===== src/rtl/rwl_pkg.sv =====
// ----------------------------------------------------------------------------
// rwl_pkg
// Shared constants, request codes and types of the reader/writer lock manager.
// ----------------------------------------------------------------------------
package rwl_pkg;

	localparam int MODE_W        = 3;
	localparam int HOST_W        = 4;
	localparam int STATE_W       = 2;
	localparam int HOSTS_DEF     = 16;
	localparam int COUNT_BITS_DEF = 8;
	localparam int READER_EXTRA  = 4;

	localparam logic [MODE_W-1:0] MODE_RD_LOCK   = 3'd0;
	localparam logic [MODE_W-1:0] MODE_RD_UNLOCK = 3'd1;
	localparam logic [MODE_W-1:0] MODE_WR_LOCK   = 3'd2;
	localparam logic [MODE_W-1:0] MODE_WR_UNLOCK = 3'd3;
	localparam logic [MODE_W-1:0] MODE_UNLOCK    = 3'd4;

	localparam logic [STATE_W-1:0] ST_UNLOCKED = 2'd0;
	localparam logic [STATE_W-1:0] ST_READ     = 2'd1;
	localparam logic [STATE_W-1:0] ST_WRITE    = 2'd2;

	typedef struct packed {
		logic                granted;
		logic                hold_we;
		logic                clr_all;
		logic                reader_we;
		logic [STATE_W-1:0]  state_nx;
	} rwl_dec_t;

endpackage


===== src/rtl/rwl_if.sv =====
// ----------------------------------------------------------------------------
// rwl_req_if / rwl_rsp_if
// Valid/ready channels carrying lock requests and lock results.
// ----------------------------------------------------------------------------
interface rwl_req_if;
	import rwl_pkg::*;

	logic              valid;
	logic              ready;
	logic [MODE_W-1:0] mode;
	logic [HOST_W-1:0] host;

	modport source (output valid, output mode, output host, input ready);
	modport sink (input valid, input mode, input host, output ready);
endinterface

interface rwl_rsp_if;
	import rwl_pkg::*;

	logic               valid;
	logic               ready;
	logic               granted;
	logic [STATE_W-1:0] lock_state;

	modport source (output valid, output granted, output lock_state, input ready);
	modport sink (input valid, input granted, input lock_state, output ready);
endinterface


===== src/rtl/reader_writer_lock_manager.sv =====
// ----------------------------------------------------------------------------
// reader_writer_lock_manager
// Reentrant reader/writer lock: per-host hold counters, reader total, mode.
// ----------------------------------------------------------------------------
// A request is taken on req and its result appears on rsp from an output
// register; requests are taken one per cycle back to back as long as rsp
// drains. Each request reads the host's hold counter from the hold memory
// when taken, then is decided and written back once rsp can take the result;
// a write unlock clears every hold counter at once. The lock mode and the
// reader total live in flops. lock_state shows the mode after the request.
module reader_writer_lock_manager #(
	parameter int HOSTS      = rwl_pkg::HOSTS_DEF,
	parameter int COUNT_BITS = rwl_pkg::COUNT_BITS_DEF
) (
	input logic       clk,
	input logic       arst_n,
	rwl_req_if.sink   req,
	rwl_rsp_if.source rsp
);
	import rwl_pkg::*;

	localparam int AW = $clog2(HOSTS);
	localparam int RB = COUNT_BITS + READER_EXTRA;

	logic                  busy_s1;
	logic [MODE_W-1:0]     mode_s1;
	logic [AW-1:0]         addr_s1;
	logic                  host_ok_s1;
	logic [STATE_W-1:0]    mode_now_q;
	logic [RB-1:0]         reader_total_q;
	logic                  rsp_valid_q;
	logic                  granted_q;
	logic [STATE_W-1:0]    lock_state_q;

	logic                  acc;
	logic                  done;
	logic [COUNT_BITS-1:0] hold;
	logic [COUNT_BITS-1:0] hold_nx;
	logic [RB-1:0]         reader_nx;
	rwl_dec_t              dec;

	assign done      = busy_s1 && (!rsp_valid_q || rsp.ready);
	assign req.ready = !busy_s1 || done;
	assign acc       = req.valid && req.ready;

	rwl_hold_mem #(
		.HOSTS      (HOSTS),
		.COUNT_BITS (COUNT_BITS),
		.AW         (AW)
	) u_hold_mem (
		.clk     (clk),
		.arst_n  (arst_n),
		.rd_en   (acc),
		.rd_addr (AW'(req.host)),
		.wr_en   (done && dec.hold_we),
		.wr_addr (addr_s1),
		.wr_data (hold_nx),
		.clr_all (done && dec.clr_all),
		.rd_data (hold)
	);

	rwl_update #(
		.COUNT_BITS (COUNT_BITS),
		.RB         (RB)
	) u_update (
		.mode         (mode_s1),
		.host_ok      (host_ok_s1),
		.state        (mode_now_q),
		.reader_total (reader_total_q),
		.hold         (hold),
		.dec          (dec),
		.hold_nx      (hold_nx),
		.reader_nx    (reader_nx)
	);

	always_ff @(posedge clk) begin
		if (acc) begin
			mode_s1    <= req.mode;
			addr_s1    <= AW'(req.host);
			host_ok_s1 <= (32'(req.host) < 32'(HOSTS));
		end
	end

	always_ff @(posedge clk or negedge arst_n) begin
		if (!arst_n) begin
			busy_s1        <= 1'b0;
			mode_now_q     <= ST_UNLOCKED;
			reader_total_q <= '0;
			rsp_valid_q    <= 1'b0;
		end else begin
			if (acc) begin
				busy_s1 <= 1'b1;
			end else if (done) begin
				busy_s1 <= 1'b0;
			end
			if (done) begin
				rsp_valid_q <= 1'b1;
				mode_now_q  <= dec.state_nx;
				if (dec.reader_we) begin
					reader_total_q <= reader_nx;
				end
			end else if (rsp.ready) begin
				rsp_valid_q <= 1'b0;
			end
		end
	end

	always_ff @(posedge clk) begin
		if (done) begin
			granted_q    <= dec.granted;
			lock_state_q <= dec.state_nx;
		end
	end

	assign rsp.valid      = rsp_valid_q;
	assign rsp.granted    = granted_q;
	assign rsp.lock_state = lock_state_q;

endmodule


===== src/rtl/rwl_hold_mem.sv =====
// ----------------------------------------------------------------------------
// rwl_hold_mem
// Per-host hold counters in a synchronous memory with registered read,
// valid bits for clearing all entries at once, and write forwarding.
// ----------------------------------------------------------------------------
module rwl_hold_mem #(
	parameter int HOSTS      = rwl_pkg::HOSTS_DEF,
	parameter int COUNT_BITS = rwl_pkg::COUNT_BITS_DEF,
	parameter int AW         = $clog2(HOSTS)
) (
	input  logic                  clk,
	input  logic                  arst_n,
	input  logic                  rd_en,
	input  logic [AW-1:0]         rd_addr,
	input  logic                  wr_en,
	input  logic [AW-1:0]         wr_addr,
	input  logic [COUNT_BITS-1:0] wr_data,
	input  logic                  clr_all,
	output logic [COUNT_BITS-1:0] rd_data
);

	logic [COUNT_BITS-1:0] mem [HOSTS];
	logic [HOSTS-1:0]      valid_q;
	logic [COUNT_BITS-1:0] raw_q;
	logic [COUNT_BITS-1:0] fwd_data_q;
	logic                  fwd_q;
	logic                  vld_q;

	always_ff @(posedge clk) begin
		if (wr_en) begin
			mem[wr_addr] <= wr_data;
		end
	end

	always_ff @(posedge clk) begin
		if (rd_en) begin
			raw_q      <= mem[rd_addr];
			fwd_data_q <= wr_data;
		end
	end

	always_ff @(posedge clk or negedge arst_n) begin
		if (!arst_n) begin
			valid_q <= '0;
		end else if (clr_all) begin
			valid_q <= '0;
		end else if (wr_en) begin
			valid_q[wr_addr] <= 1'b1;
		end
	end

	// bypass a write to the entry being read, clear wins over stale data
	always_ff @(posedge clk or negedge arst_n) begin
		if (!arst_n) begin
			fwd_q <= 1'b0;
			vld_q <= 1'b0;
		end else if (rd_en) begin
			fwd_q <= wr_en && (wr_addr == rd_addr);
			vld_q <= valid_q[rd_addr] && !clr_all;
		end
	end

	assign rd_data = fwd_q ? fwd_data_q : (vld_q ? raw_q : '0);

endmodule


===== src/rtl/rwl_update.sv =====
// ----------------------------------------------------------------------------
// rwl_update
// Decides one lock request from the lock mode, reader total and the host's
// hold count, and forms the new values.
// ----------------------------------------------------------------------------
module rwl_update #(
	parameter int COUNT_BITS = rwl_pkg::COUNT_BITS_DEF,
	parameter int RB         = COUNT_BITS + rwl_pkg::READER_EXTRA
) (
	input  logic [rwl_pkg::MODE_W-1:0]  mode,
	input  logic                        host_ok,
	input  logic [rwl_pkg::STATE_W-1:0] state,
	input  logic [RB-1:0]               reader_total,
	input  logic [COUNT_BITS-1:0]       hold,
	output rwl_pkg::rwl_dec_t           dec,
	output logic [COUNT_BITS-1:0]       hold_nx,
	output logic [RB-1:0]               reader_nx
);
	import rwl_pkg::*;

	logic [MODE_W-1:0] eff_mode;
	logic              hold_full;
	logic              hold_zero;
	logic              rt_full;
	logic [RB-1:0]     rt_dec;

	assign hold_full = &hold;
	assign hold_zero = (hold == '0);
	assign rt_full   = &reader_total;
	assign rt_dec    = (reader_total == '0) ? '0 : reader_total - RB'(1);

	always_comb begin
		eff_mode = mode;
		if (mode == MODE_UNLOCK) begin
			if (state == ST_READ) begin
				eff_mode = MODE_RD_UNLOCK;
			end else if (state == ST_WRITE) begin
				eff_mode = MODE_WR_UNLOCK;
			end
		end
	end

	always_comb begin
		dec.granted   = 1'b0;
		dec.hold_we   = 1'b0;
		dec.clr_all   = 1'b0;
		dec.reader_we = 1'b0;
		dec.state_nx  = state;
		hold_nx       = hold + COUNT_BITS'(1);
		reader_nx     = reader_total + RB'(1);
		if (host_ok) begin
			unique case (eff_mode)
				MODE_RD_LOCK: begin
					if ((state == ST_READ || state == ST_UNLOCKED) && !hold_full && !rt_full) begin
						dec.granted   = 1'b1;
						dec.hold_we   = 1'b1;
						dec.reader_we = 1'b1;
						dec.state_nx  = ST_READ;
					end
				end
				MODE_RD_UNLOCK: begin
					hold_nx   = hold - COUNT_BITS'(1);
					reader_nx = rt_dec;
					if (state == ST_READ && !hold_zero) begin
						dec.granted   = 1'b1;
						dec.hold_we   = 1'b1;
						dec.reader_we = 1'b1;
						dec.state_nx  = (rt_dec == '0) ? ST_UNLOCKED : ST_READ;
					end
				end
				MODE_WR_LOCK: begin
					if ((state == ST_UNLOCKED || (state == ST_WRITE && !hold_zero)) && !hold_full) begin
						dec.granted  = 1'b1;
						dec.hold_we  = 1'b1;
						dec.state_nx = ST_WRITE;
					end
				end
				MODE_WR_UNLOCK: begin
					if (state == ST_WRITE && !hold_zero) begin
						dec.granted  = 1'b1;
						dec.clr_all  = 1'b1;
						dec.state_nx = ST_UNLOCKED;
					end
				end
				default: begin
				end
			endcase
		end
	end

endmodule


===== src/flat_wrapper.sv =====
// flat-port wrapper written by rule: the top's interface ports become plain ports
module reader_writer_lock_manager_flat import rwl_pkg::*;
#(
	parameter int HOSTS      = rwl_pkg::HOSTS_DEF,
	parameter int COUNT_BITS = rwl_pkg::COUNT_BITS_DEF
)
  (clk, arst_n, req_valid, req_mode, req_host, req_ready, rsp_valid, rsp_granted, rsp_lock_state, rsp_ready);
  rwl_req_if req_i ();
  rwl_rsp_if rsp_i ();
  input logic clk;
  input logic arst_n;
  input wire logic [$bits(req_i.valid)-1:0] req_valid;
  input wire logic [$bits(req_i.mode)-1:0] req_mode;
  input wire logic [$bits(req_i.host)-1:0] req_host;
  output wire logic [$bits(req_i.ready)-1:0] req_ready;
  output wire logic [$bits(rsp_i.valid)-1:0] rsp_valid;
  output wire logic [$bits(rsp_i.granted)-1:0] rsp_granted;
  output wire logic [$bits(rsp_i.lock_state)-1:0] rsp_lock_state;
  input wire logic [$bits(rsp_i.ready)-1:0] rsp_ready;
  assign req_i.valid = req_valid;
  assign req_i.mode = req_mode;
  assign req_i.host = req_host;
  assign req_ready = req_i.ready;
  assign rsp_valid = rsp_i.valid;
  assign rsp_granted = rsp_i.granted;
  assign rsp_lock_state = rsp_i.lock_state;
  assign rsp_i.ready = rsp_ready;
  reader_writer_lock_manager #(.HOSTS(HOSTS), .COUNT_BITS(COUNT_BITS)) u_core (.clk(clk), .arst_n(arst_n), .req(req_i), .rsp(rsp_i));
endmodule

===== config.mk =====
export PLATFORM = sky130hd
export DESIGN_NAME = reader_writer_lock_manager_flat
export DESIGN_NICKNAME = d
export VERILOG_FILES = /design/src/rtl/rwl_pkg.sv /design/src/rtl/rwl_if.sv /design/src/rtl/reader_writer_lock_manager.sv /design/src/rtl/rwl_hold_mem.sv /design/src/rtl/rwl_update.sv /design/src/flat_wrapper.sv
export SDC_FILE = /design/constraint.sdc
export NUM_CORES = 1
export LEC_CHECK = 0
export ABC_AREA = 1
export BUFFER_PORTS_ARGS = -buffer_cell sky130_fd_sc_hd__buf_2
export CAP_MARGIN = 40
export CORE_AREA = 2 2 169 155
export DETAILED_ROUTE_END_ITERATION = 10
export DIE_AREA = 0 0 171 157
export GPL_ROUTABILITY_DRIVEN = 0
export PLACE_DENSITY = 0.51
export SYNTH_ARGS = -nofsm -noshare
export SYNTH_HDL_FRONTEND = slang
export SYNTH_HIERARCHICAL = 1
export SYNTH_SLANG_ARGS = --single-unit

===== constraint.sdc =====
create_clock -name clk -period 9.3 [get_ports clk]
set_input_delay 0.93 -clock clk [delete_from_list [all_inputs] [get_ports clk]]
set_output_delay 0.93 -clock clk [all_outputs]
set_load 0.02 [all_outputs]

Yosys cells after proc, flatten, opt, wreduce, memory -nomap -nowiden
Memory sizes are Yosys's and may differ from the RTL's. A register that Yosys moved wholly into a read port is not among the register bits.
Index checks and enable logic that the tools add are counted.

storage, ports and cells
  flip-flop bits (word level) = 52
  memory bits (writable) = 128
  input bits = 11
  output and inout bits = 5
  word-level logic and storage cells = 95
  memories kept = 1

operators by class
  add/subtract/negate cells = 4
  $lt $le $gt $ge = 3
  equal/unequal tests = 7
  multiplexer cells = 34
  bitwise operators = 1
  reduce and logical (&&, ||, !) cells = 33

memory list
  memory                 words  bits a word  read ports  clocked after memory_dff  write ports  line                text
  u_core.u_hold_mem.mem  16     8            1           1                         1            rwl_hold_mem.sv:22  logic [COUNT_BITS-1:0] mem [HOSTS];

operators with widths
  operator                                                    count
  two-way mux 16 bit                                          2
  zero test 12 bit                                            2
  two-way mux 12 bit                                          2
  two-way mux 8 bit                                           3
  bitwise OR 16 bit                                           1
  two-way mux 3 bit                                           5
  adder 12 x 1 -> 12 bit, second input constant               1
  logical AND 1 bit                                           12
  AND reduction 12 bit                                        1
  subtractor 12 x 1 -> 12 bit, second input constant          1
  two-way mux 1 bit                                           11
  less-than comparator 4 x 5 -> 1 bit, second input constant  2
  two-way mux 2 bit                                           5
  adder 8 x 1 -> 8 bit, second input constant                 1
  zero test 8 bit                                             1
  case mux 2 bit (4 select lines)                             1
  AND reduction 8 bit                                         1
  subtractor 8 x 1 -> 8 bit, second input constant            1
  equality test 3 x 2 -> 1 bit, second input constant         2
  zero test 1 bit                                             6
  nonzero test 2 bit                                          3
  binary-select mux 1 bit (select 4 bit)                      1
  demux 1 bit (select 4 bit)                                  1
  equality test 4 bit                                         1
  other kinds (12)                                            15

Depth between registers and ports, before layout
Gate-level depths: netlist of the first run.

  depth after elaboration = 12
  depth in mapped cells = 23
  depth with buffers taken out = 22

Cells and area by module
Netlist of the first run, hierarchy kept.

by module, submodules not included
  module                      times used  cells an instance  area each (um^2)  sequential area each (um^2)
  rwl_hold_mem                1           564                6,638.9           4,774.6
  rwl_update                  1           250                1,296.2           0.0
  reader_writer_lock_manager  1           87                 979.7             700.7

Least setup slack after synthesis of the first run
No wires, ideal clock.

  kind = register to register
  from = register u_core.u_hold_mem.fwd_q
  to = memory u_core/u_hold_mem/mem[10][0] in the netlist's numbering (enable)
  setup time = 0.374 ns
  arrival = 2.589 ns
  slack = 6.337 ns
  stages on the path, launching flop included = 21
  buffers on the path = 1
  clock period less this slack = 2.963 ns
  cells stage by stage = dfrtp_1 buf_2 clkinv_1 nand3_1 nand2_1 ha_1 nand3_1 nor3_1 nand3_1 nand4_1 nand2_1 inv_1 nand2_1 nand2_1 inv_1 inv_1 nor2_1 inv_1 nor3_1 inv_2 nor2_1

RTL lines
  what                    line                text
  from (decl)             rwl_hold_mem.sv:26  logic fwd_q;
  from (signal assigned)  rwl_hold_mem.sv:58  fwd_q <= wr_en && (wr_addr == rd_addr);
  to (decl)               rwl_hold_mem.sv:22

==> results of run 1 <==
[sequential cells by signal, indices dropped and copies added, names as in the netlist]
name and count:
u_core/busy_s1 1, u_core/u_hold_mem/raw_q 8, u_core/mode_s1 3, u_core/u_hold_mem/fwd_q 1, u_core/addr_s1 4, u_core/mode_now_q 2, u_core/reader_total_q 12, u_core/rsp.lock_state 2
u_core/u_hold_mem/vld_q 1, u_core/rsp.valid 1, u_core/rsp.granted 1, u_core/u_hold_mem/mem 128, u_core/u_hold_mem/valid_q 16, u_core/u_hold_mem/fwd_data_q 8
[power groups by stage]
| stage | combinational [uW] | sequential (uW) | clock [uW] |
|---|---|---|---|
| 6_report | 465 | 1040 | 751 |
| 5_1_grt | 538 | 1040 | 797 |
| 4_1_cts | 468 | 1040 | 767 |
| 3_5_place_dp | 466 | 1050 | 0 |
| 3_3_place_gp | 463 | 1060 | 0 |
| 2_1_floorplan | 347 | 1040 | 0 |
[cells by family after synthesis]
kind of cell,after synthesis
mux,1
buf+inv,118
flops,188
simple gates,442
fa+ha+maj,5
other cells,1
xor+xnor,19
compound gates,127
[layer usage]
| metal | wire, um | vias to the layer above | GRT usage [%] |
|---|---|---|---|
| li1 | - | 3065 | - |
| met5 | 0 | - | 0 |
| met3 | 969 | 29 | 3.12 |
| met1 | 10600 | 2905 | 24.2 |
| met4 | 381 | 0 | 5.25 |
| met2 | 9860 | 153 | 26.2 |
[placed cells by master, fill, tap and decap left out, types with 9 or more instances in the layout]
cell type	count
inv_1	60
nor3_1	9
edfxtp_1	154
o21ai_1	29
nand3_1	64
nand4_1	20
inv_2	14
o21ai_0	53
clkbuf_16	17
xor2_1	17
buf_2	15
nor2_1	172
nor2_2	10
o211ai_1	35
dfrtp_1	34
nand2_1	153
[worst max-delay path: stages, from the launching register on]
cell,delay (ns)
dfrtp_1,0.49
clkinv_1,0.28
nand3_1,0.13
nand2_1,0.11
ha_1,0.25
nand3_1,0.13
nor3_1,0.08
nand3_1,0.09
nand4_1,0.11
nand2_1,0.10
inv_1,0.05
nand2_1,0.05
nand2_1,0.05
inv_1,0.04
inv_1,0.03
nor2_1,0.33
inv_1,0.10
nor3_1,0.23
inv_2,0.11
nor2_1,0.57
[per-stage QoR]
step / worst slack (ns) / instance area, um2
6_report: 5.60 / 9910
5_1_grt: 5.21 / 9910
4_1_cts: 5.63 / 9910
3_5_place_dp: 5.67 / 9290
3_3_place_gp: 5.69 / 9200
2_1_floorplan: 6.34 / 8930
[how the worst min path moves through the flow]
stage                             startpoint                            end  slack [ns]
6_report                              arst_n        u_core/u_hold_mem/vld_q        0.48
5_1_grt                               arst_n           u_core/mode_now_q[1]        0.51
4_1_cts                               arst_n           u_core/mode_now_q[1]        0.49
3_5_place_dp   u_core/u_hold_mem/valid_q[12]  u_core/u_hold_mem/valid_q[12]        0.49
3_3_place_gp    u_core/u_hold_mem/valid_q[6]   u_core/u_hold_mem/valid_q[6]        0.48
2_1_floorplan       u_core/reader_total_q[4]       u_core/reader_total_q[4]        0.46
[final cells by class]
type | instances | share of cell area, %
Tap cell | 342 | 4.32
Clock inverter | 15 | 1.89
Clock buffer | 17 | 4.29
Multi-Input combinational cell | 598 | 29.3
Inverter | 76 | 2.93
Timing Repair Buffer | 25 | 2.03
Sequential cell | 188 | 55.3
==> out/metrics.csv, run 1 <==
stage,metric,value,unit
status,status,finished clean,
synth,Post-Syn Instances,901,
detailed_routing,first-pass iteration count of the detailed router,6,
worst_setup_path,Startpoint Class,flip-flop,
power_and_ir_drop,Sw Pwr,730,uW
detailed_routing,Via density,4.88,
worst_setup_path,flop2flop setup slack,5.60,ns
sta,RSZ-0062 raised after global routing,no,
final_layout,post-layout util,39.8,%
floorplanning,Die H,157,um
floorplanning,Die ar.,0.0268,mm2
synth,ys flop type,edfxtp_1,
cts,Clock Tree Root,clkbuf_16,
power_and_ir_drop,Pwr Total,2250,uW
power_and_ir_drop,Max IR drop VDD,0.124,mV
synth,post-synthesis mux area share,0.126,%
place,port bufs,15,
cts,cts repair resizes,0,
detailed_routing,WL/cell,17.3,um
synth,Post-Synth XOR/XNOR Area,1.95,%
sta,Final setup viols,0,
cts,CTS max path bufs,2,
final_layout,Final nets,922,
synth,Compound-Gate Fraction of Synth Area,8.25,%
sta,fin crit period,3.70,ns
power_and_ir_drop,switch share,32.4,%
worst_setup_path,FF-to-FF path depth,19,
floorplanning,die width,171,um
synth,number of synthesized flops with an enable pin,154,
final_layout,FF+latch area,0.00548,mm2
synth,synth unique cells,36,
synth,synth warn,6,
synth,syn avg cell area,9.89,um2
worst_setup_path,critical path class,reg2reg,
global_routing,initial antenna violation count,0,
power_and_ir_drop,Clock Power Share,33.3,%
final_layout,# fillers,2494,
flow_run,# Max-Cap Violations,0,
final_layout,Non-Filler Instances,1261,
synth,most common library cells after synthesis,"nor2_1 (173), edfxtp_1 (154), nand2_1 (153)",
synth,ranking of synthesized cells by area,"edfxtp_1 (52%), dfrtp_1 (9.5%), nor2_1 (7.3%)",
synth,"FFs w/ async S/R, synth",18.1,%
global_routing,vias in the first global route,5841,
cts,hold buffer count at cts,0,
synth,post-synth top area share,51.9,%
worst_setup_path,CP Max Fanout,9,
place,DP Cell Count,1229,
sta,normalized max-slew margin,44.6,%
cts,"Reg clk slew, reported paths",0.08,ns
floorplanning,IO Pins,16,
worst_setup_path,RR Startpoint,u_core/u_hold_mem/fwd_q,
synth,Yosys top cell by area,edfxtp_1,
floorplanning,row cnt,55,
global_routing,first-pass GRT wire length,34300,um
worst_setup_path,Critical Path RT,9.37,ns
sta,WHS,0.475,ns
synth,"Cell Area, Synth",0.00891,mm2
detailed_routing,DRC,0,
cts,CTS Buf Count,17,
synth,#FFs+latches synth,188,
power_and_ir_drop,PwrDens,227,mW/mm2
worst_setup_path,Worst setup startpoint,u_core/u_hold_mem/fwd_q,
place,Post-DP HPWL,14000,um
worst_setup_path,Critical Path End Type,flip-flop,
sta,fmax,271,MHz
cts,TritonCTS clock tree,built,
sta,Tcrit/Tclk final,39.7,%
hold_path,HP Class,in2async,
power_and_ir_drop,Reg power frac,46.0,%
worst_setup_path,Setup crit end,u_core/u_hold_mem/mem[13][5],
synth,most frequent cell after synthesis,nor2_1,
synth,post-synthesis sequential area ratio,61.4,%
synth,main combinational cell family by area after synthesis,simple AND/OR/NAND/NOR gates,
sta,sum of negative setup slack,0,ns
cts,clock sink total,188,
global_routing,all-layer global routing usage,16.9,%
floorplanning,Core Area,0.0249,mm2
sta,Pins Over Slew Limit,0,
worst_setup_path,Worst R2R End,u_core/u_hold_mem/mem[13][5],
power_and_ir_drop,Internal Pwr Total,1520,uW
synth,Post-Synth Adder-Cell Area,0.702,%
cts,Post-CTS Setup Inserts,0,
global_routing,GRT Residual Overflow,0,
final_layout,# diodes,0,
detailed_routing,DR vias,6152,
synth,simple-gate share of the synthesized area,21.3,%
cts,Skew-Pair Late Insertion Delay,0.43,ns
power_and_ir_drop,leakage power,0.00384,uW
sta,Final Hold Fails,0,
global_routing,largest net degree at the start of global routing,77,
detailed_routing,Antenna Violating Nets Remaining,0,
final_layout,layout cells sized above 1,10.9,%
detailed_routing,Detailed Route Iter0 Violations,607,
final_layout,area grow syn2layout,11.1,%
detailed_routing,final wirelength,21900,um
floorplanning,Starting Density,35.8,%
worst_setup_path,Worst EP arrival,3.77,ns
final_layout,multi-input logic area,0.00290,mm2
cts,number of H-tree levels,4,
sta,Tightest Pin Transition,0.830,ns
power_and_ir_drop,combinational share of power,20.6,%
sta,clk_skew,0.0117,ns
No activity file was read; power rests on OpenSTA's default activity.
==> run 2: changes to the inputs <==
--- a/config.mk
+++ b/config.mk
@@ -12,7 +12,7 @@
 export DETAILED_ROUTE_END_ITERATION = 10
 export DIE_AREA = 0 0 171 157
 export GPL_ROUTABILITY_DRIVEN = 0
-export PLACE_DENSITY = 0.51
+export PLACE_DENSITY = 0.53
 export SYNTH_ARGS = -nofsm -noshare
 export SYNTH_HDL_FRONTEND = slang
 export SYNTH_HIERARCHICAL = 1
==> constraint.sdc (replaced) <==
create_clock -name clk -period 3.1 [get_ports clk]
set_input_delay 0.31 -clock clk [delete_from_list [all_inputs] [get_ports clk]]
set_output_delay 0.31 -clock clk [all_outputs]
set_load 0.02 [all_outputs]
==> out/metrics.csv, run 2 (synthesized netlist as in run 1, its figures left out) <==
stage,metric,value,unit,change
power_and_ir_drop,Clock Power Share,32.2,%,-1.1 points
worst_setup_path,RR Startpoint,u_core/u_hold_mem/fwd_q,,
worst_setup_path,Worst EP arrival,2.95,ns,-0.82 ns
power_and_ir_drop,PwrDens,664,mW/mm2,+190%
sta,Final setup viols,0,,unchanged
final_layout,# diodes,0,,unchanged
status,status,finished clean,,
detailed_routing,WL/cell,17.4,um,+0.15%
power_and_ir_drop,Max IR drop VDD,0.365,mV,+190%
worst_setup_path,FF-to-FF path depth,19,,unchanged
hold_path,HP Class,in2reg,,
global_routing,all-layer global routing usage,17.5,%,+0.55 points
place,Post-DP HPWL,14900,um,+6.4%
sta,sum of negative setup slack,0,ns,unchanged
detailed_routing,Detailed Route Iter0 Violations,644,,+6.1%
worst_setup_path,Critical Path End Type,flip-flop,,
cts,Skew-Pair Late Insertion Delay,0.44,ns,about the same
power_and_ir_drop,leakage power,0.00401,uW,+4.4%
sta,Final WS setup,0.286,ns,-5.32 ns
global_routing,vias in the first global route,6138,,+5.1%
cts,Post-CTS Setup Inserts,0,,unchanged
worst_setup_path,flop2flop setup slack,0.29,ns,-5.32 ns
global_routing,initial antenna violation count,0,,unchanged
sta,Pins Over Slew Limit,0,,unchanged
cts,"Reg clk slew, reported paths",0.07,ns,about the same
detailed_routing,Via density,4.97,,+1.8%
worst_setup_path,CP max stage cell,dfrtp_1,,
worst_setup_path,WP depth,19,,unchanged
worst_setup_path,Crit path buffers/inverters,6,,unchanged
power_and_ir_drop,Internal Pwr Total,4510,uW,+200%
final_layout,Largest regs,"u_core/u_hold_mem/mem (128), u_core/u_hold_mem/valid_q (16), u_core/reader_total_q (12)",,
sta,Tcrit/Tclk final,90.8,%,+51 points
sta,fmax,355,MHz,+31%
final_layout,most frequent cells in the layout,"nor2_1 (169), edfxtp_1 (154), nand2_1 (153), nand3_1 (63), inv_1 (60)",,
sta,fin crit period,2.81,ns,-0.882 ns
sta,clk_skew,0.0122,ns,+0.000410 ns
cts,number of H-tree levels,4,,unchanged
final_layout,# fillers,2488,,-0.24%
final_layout,post-layout util,40.7,%,+0.98 points
cts,TritonCTS clock tree,built,,
power_and_ir_drop,combinational share of power,22.0,%,+1.4 points
final_layout,"leading cell type in the layout, fill and taps excluded",nor2_1,,
global_routing,GRT Residual Overflow,0,,unchanged
global_routing,first-pass GRT wire length,34800,um,+1.6%
final_layout,area grow syn2layout,13.9,%,
flow_run,# Max-Cap Violations,0,,unchanged
final_layout,"Most flops, register",u_core/u_hold_mem/mem,,
worst_setup_path,Worst setup startpoint,u_core/u_hold_mem/fwd_q,,
place,port bufs,15,,unchanged
worst_setup_path,Critical Path RT,3.24,ns,-6.13 ns
detailed_routing,DRC,0,,unchanged
floorplanning,Core Area,0.0249,mm2,unchanged
sta,Final Hold Fails,0,,unchanged
power_and_ir_drop,Sw Pwr,2230,uW,+210%
floorplanning,Starting Density,35.8,%,unchanged
floorplanning,die width,171,um,unchanged
cts,CTS max path bufs,2,,unchanged
cts,clock sink total,188,,unchanged
power_and_ir_drop,Reg power frac,45.8,%,-0.2 points
cts,CTS Buf Count,17,,unchanged
worst_setup_path,Top delay family on crit path,simple AND/OR/NAND/NOR gates,,
worst_setup_path,Setup crit end,u_core/u_hold_mem/mem[1][5],,
sta,normalized max-slew margin,48.3,%,+3.7 points
detailed_routing,Antenna Violating Nets Remaining,0,,unchanged
worst_setup_path,Worst R2R End,u_core/u_hold_mem/mem[1][5],,
detailed_routing,final wirelength,22500,um,+3.0%
sta,RSZ-0062 raised after global routing,no,,
cts,Clock Tree Root,clkbuf_16,,
worst_setup_path,"Largest stage delay, worst path",0.39,ns,-0.18 ns
sta,Tightest Pin Transition,0.775,ns,-0.0548 ns
worst_setup_path,CP Max Fanout,9,,unchanged
global_routing,largest net degree at the start of global routing,72,,-6.5%
worst_setup_path,CP Cell Sequence,clkinv_1 -> nand3_1 -> nand2_1 -> ha_1 -> nand3_1 -> nor3_1 -> nand3_1 -> nand4_1 -> nand2_1 -> inv_1 -> nand2_1 -> nand2_1 -> inv_1 -> inv_1 -> nor2_4 -> buf_4 -> nand3_1 -> nor2_1 -> buf_4,,
worst_setup_path,critical path class,reg2reg,,
floorplanning,Die ar.,0.0268,mm2,unchanged
floorplanning,Die H,157,um,unchanged
worst_setup_path,Startpoint Class,flip-flop,,
sta,WHS,0.0541,ns,-0.421 ns
detailed_routing,first-pass iteration count of the detailed router,5,,-1
final_layout,Largest register FFs,128,,unchanged
final_layout,Final nets,958,,+3.9%
floorplanning,IO Pins,16,,unchanged
detailed_routing,DR vias,6441,,+4.7%
power_and_ir_drop,switch share,33.1,%,+0.63 points
final_layout,layout cells sized above 1,14.8,%,+3.9 points
place,pre-CTS WS,0.164,ns,-5.51 ns
floorplanning,row cnt,55,,unchanged
## run 2: cell count changes in the layout (fill, tap and decap cells not counted), sizes merged
cell / before / now
buf: 25 / 60
bufinv: 1 / 0
clkinvlp: 0 / 1
dlygate4sd3: 0 / 1
## run 2: per-stage QoR
stage | total power (uW) | area (um2) | instances
6_report | 6740 | 10100 | 1297
5_1_grt | 7100 | 10100 | 1297
4_1_cts | 6770 | 10100 | 1297
3_5_place_dp | 4610 | 9500 | 1264
3_3_place_gp | 4590 | 9500 | 1264
2_1_floorplan | 4170 | 8930 | 904
## run 2: timing repair
action / 4_1_cts / 5_1_grt
endpoints found under the setup margin: 0 / 143
hold buffers: 1 / 0
resized for setup: 0 / 11
endpoints found under the hold margin: 26 / 0
## run 2: worst min path at each step
| stage | from | endpoint | slack [ns] | cells after the start |
|---|---|---|---|---|
| 2_1_floorplan | arst_n | u_core/busy_s1 | 0.01 | 0 |
| 3_3_place_gp | arst_n | u_core/reader_total_q[10] | 0.43 | 1 |
| 3_5_place_dp | arst_n | u_core/reader_total_q[10] | 0.43 | 1 |
| 4_1_cts | req_mode[1] | u_core/mode_s1[1] | 0.03 | 1 |
| 5_1_grt | req_mode[0] | u_core/mode_s1[0] | 0.04 | 1 |
| 6_report | req_mode[1] | u_core/mode_s1[1] | 0.05 | 1 |
## run 2: metal layers
layer  track usage [%]  vias to the layer above  part of all wire, %
met5                 0                        -                    0
met4              5.08                        0                  1.5
met3              3.42                       28                  5.0
met2              26.8                      179                   45
met1              25.1                     3096                   48
li1                  -                     3138                    -
## run 2: final cells by class
type	count	area, um2	share of cell area, %
inverter	76	290	2.86
tap	342	428	4.22
multi-input combinational	598	2930	28.9
clock buffer	17	425	4.19
timing repair buffer	61	430	4.24
clock inverter	15	169	1.66
sequential	188	5480	53.9
## run 2: power groups by stage
stage	Combinational [uW]	Sequential (uW)	Clock (uW)
final	1480	3090	2170
after global routing	1670	3110	2320
after CTS	1470	3090	2210
after detailed placement	1460	3140	0
after global placement	1450	3140	0
after floorplan	1040	3130	0
==> run 3: changes to the inputs <==
--- a/config.mk
+++ b/config.mk
@@ -6,13 +6,16 @@
 export NUM_CORES = 1
 export LEC_CHECK = 0
 export ABC_AREA = 1
-export BUFFER_PORTS_ARGS = -buffer_cell sky130_fd_sc_hd__buf_2
+export BUFFER_PORTS_ARGS = -buffer_cell sky130_fd_sc_hd__buf_4
 export CAP_MARGIN = 40
+export CELL_PAD_IN_SITES_DETAIL_PLACEMENT = 0
+export CELL_PAD_IN_SITES_GLOBAL_PLACEMENT = 1
 export CORE_AREA = 2 2 169 155
+export CTS_CLUSTER_SIZE = 24
 export DETAILED_ROUTE_END_ITERATION = 10
 export DIE_AREA = 0 0 171 157
 export GPL_ROUTABILITY_DRIVEN = 0
-export PLACE_DENSITY = 0.53
+export PLACE_DENSITY = 0.63
 export SYNTH_ARGS = -nofsm -noshare
 export SYNTH_HDL_FRONTEND = slang
 export SYNTH_HIERARCHICAL = 1
==> out/metrics.csv, run 3 (synthesized netlist as in run 1, its figures left out) <==
stage,metric,value,unit,change
status,status,finished clean,,
final_layout,multi-input logic area,0.00293,mm2,about the same
place,Post-DP HPWL,15000,um,+0.34%
floorplanning,die width,171,um,unchanged
cts,CTS Buf Count,17,,unchanged
detailed_routing,Detailed Route Iter0 Violations,545,,-15%
place,pre-CTS WS,0.0701,ns,-0.0942 ns
cts,clock sink total,188,,unchanged
floorplanning,Starting Density,35.8,%,unchanged
sta,Final setup viols,0,,unchanged
power_and_ir_drop,PwrDens,670,mW/mm2,+0.91%
cts,CTS max path bufs,2,,unchanged
global_routing,largest net degree at the start of global routing,47,,-35%
floorplanning,Die ar.,0.0268,mm2,unchanged
final_layout,most frequent cells in the layout,"nor2_1 (167), edfxtp_1 (154), nand2_1 (153), buf_4 (66), nand3_1 (63)",,
place,port bufs,15,,unchanged
sta,Final Hold Fails,0,,unchanged
cts,number of H-tree levels,4,,unchanged
global_routing,initial antenna violation count,1,,+1
detailed_routing,first-pass iteration count of the detailed router,5,,unchanged
cts,Skew-Pair Late Insertion Delay,0.44,ns,about the same
sta,Tightest Pin Transition,0.700,ns,-0.0756 ns
detailed_routing,final wirelength,22600,um,+0.47%
worst_setup_path,Startpoint Class,flip-flop,,
detailed_routing,Via density,4.88,,-1.7%
cts,Clock Tree Root,clkbuf_16,,
detailed_routing,Antenna Violating Nets Remaining,0,,unchanged
final_layout,Largest regs,"u_core/u_hold_mem/mem (128), u_core/u_hold_mem/valid_q (16), u_core/reader_total_q (12)",,
detailed_routing,DR vias,6385,,-0.87%
flow_run,# Max-Cap Violations,0,,unchanged
sta,clk_skew,0.00967,ns,-0.00248 ns
power_and_ir_drop,leakage power,0.00409,uW,+2.0%
floorplanning,row cnt,55,,unchanged
final_layout,Non-Filler Instances,1308,,+0.85%
sta,Final WS setup,0.287,ns,+0.00102 ns
global_routing,first-pass GRT wire length,35800,um,+2.7%
sta,RSZ-0062 raised after global routing,no,,
worst_setup_path,CP Max Fanout,9,,unchanged
sta,fin crit period,2.81,ns,-0.00102 ns
global_routing,GRT Residual Overflow,0,,unchanged
sta,Tcrit/Tclk final,90.8,%,about the same
final_layout,Largest register FFs,128,,unchanged
final_layout,Final nets,968,,+1.0%
detailed_routing,DRC,0,,unchanged
floorplanning,Die H,157,um,unchanged
place,DP Cell Count,1268,,+0.32%
final_layout,FF+latch area,0.00548,mm2,unchanged
sta,fmax,355,MHz,about the same
sta,sum of negative setup slack,0,ns,unchanged
global_routing,all-layer global routing usage,17.8,%,+0.37 points
final_layout,"leading cell type in the layout, fill and taps excluded",nor2_1,,
floorplanning,IO Pins,16,,unchanged
worst_setup_path,critical path class,reg2reg,,
power_and_ir_drop,Max IR drop VDD,0.354,mV,-3.1%
cts,TritonCTS clock tree,built,,
detailed_routing,WL/cell,17.3,um,-0.37%
hold_path,HP Class,in2reg,,
final_layout,layout cells sized above 1,15.8,%,+0.99 points
final_layout,area grow syn2layout,15.6,%,
final_layout,"Most flops, register",u_core/u_hold_mem/mem,,
worst_setup_path,Worst EP arrival,2.95,ns,about the same
floorplanning,Core Area,0.0249,mm2,unchanged
global_routing,vias in the first global route,6140,,+0.033%
sta,Pins Over Slew Limit,0,,unchanged
cts,"Reg clk slew, reported paths",0.07,ns,about the same
final_layout,# fillers,2474,,-0.56%
sta,normalized max-slew margin,53.3,%,+5.0 points
worst_setup_path,Critical Path End Type,flip-flop,,
worst_setup_path,Critical Path RT,3.24,ns,about the same
[run 3: final cells by class]
cell class	instances	area share, %
Sequential cell	188	53.1
Multi-Input combinational cell	598	28.4
Timing Repair Buffer	71	5.43
Clock buffer	19	4.30
Tap cell	342	4.15
Inverter	76	2.82
Clock inverter	13	1.75
Antenna cell	1	0.0243
[run 3: per-layer routing]
metal	up-vias	routed length (um)	GRT usage (%)
met5	-	0	0
met4	0	214	4.32
met3	16	985	2.94
met2	145	10100	26.8
met1	3076	11400	26.9
li1	3148	-	-
[run 3: where the power goes]
| part | internal, uW | switching [uW] |
|---|---|---|
| Clock | 1320 | 1010 |
| Combinational | 475 | 1030 |
| Sequential | 2970 | 96.7 |
[run 3: timing repair]
| action | 4_1_cts | 5_1_grt |
|---|---|---|
| hold buffers | 1 | 0 |
| setup endpoints to repair | 0 | 144 |
| resized for setup | 0 | 13 |
| endpoints found under the hold margin | 34 | 0 |
| setup buffers | 0 | 6 |
[run 3: worst max-delay path, cell delays in order, from the launching register on]
cell     delay, ns
dfrtp_1       0.40
buf_4         0.15
nand2_1       0.05
nand2_1       0.10
ha_1          0.24
nand3_1       0.13
nor3_1        0.08
nand3_1       0.09
nand4_1       0.13
nand2_1       0.11
inv_1         0.05
nand2_1       0.05
nand2_1       0.05
inv_1         0.04
inv_1         0.05
nor2_4        0.13
inv_1         0.08
nor3_2        0.20
inv_2         0.09
nor2_1        0.10
buf_4         0.19
[run 3: final timing paths]
path | start | end | slack (ns) | depth (start not counted)
worst max-delay path | u_core/u_hold_mem/fwd_q | u_core/u_hold_mem/mem[13][3] | 0.29 | 20
worst min-delay path | req_mode[2] | u_core/mode_s1[2] | 0.05 | 1
worst max register to register | u_core/u_hold_mem/fwd_q | u_core/u_hold_mem/mem[13][3] | 0.29 | 20
worst min register to register | u_core/u_hold_mem/valid_q[9] | u_core/u_hold_mem/valid_q[9] | 0.50 | 2
max in group asynchronous | arst_n | u_core/u_hold_mem/valid_q[14] | 2.33 | 2
min in group asynchronous | arst_n | u_core/mode_now_q[1] | 0.40 | 2
[run 3: through the flow]
step	util [%]	total power (uW)	hold WS, ns	instance area [um2]
global placement	38.5	4630	0.332	9580
CTS	41.0	6940	0.0313	10200
detailed placement	38.5	4630	0.339	9580
global route	41.4	7290	0.0317	10300
floorplan	-	4170	0.0144	8930
finish	41.4	6900	0.0537	10300
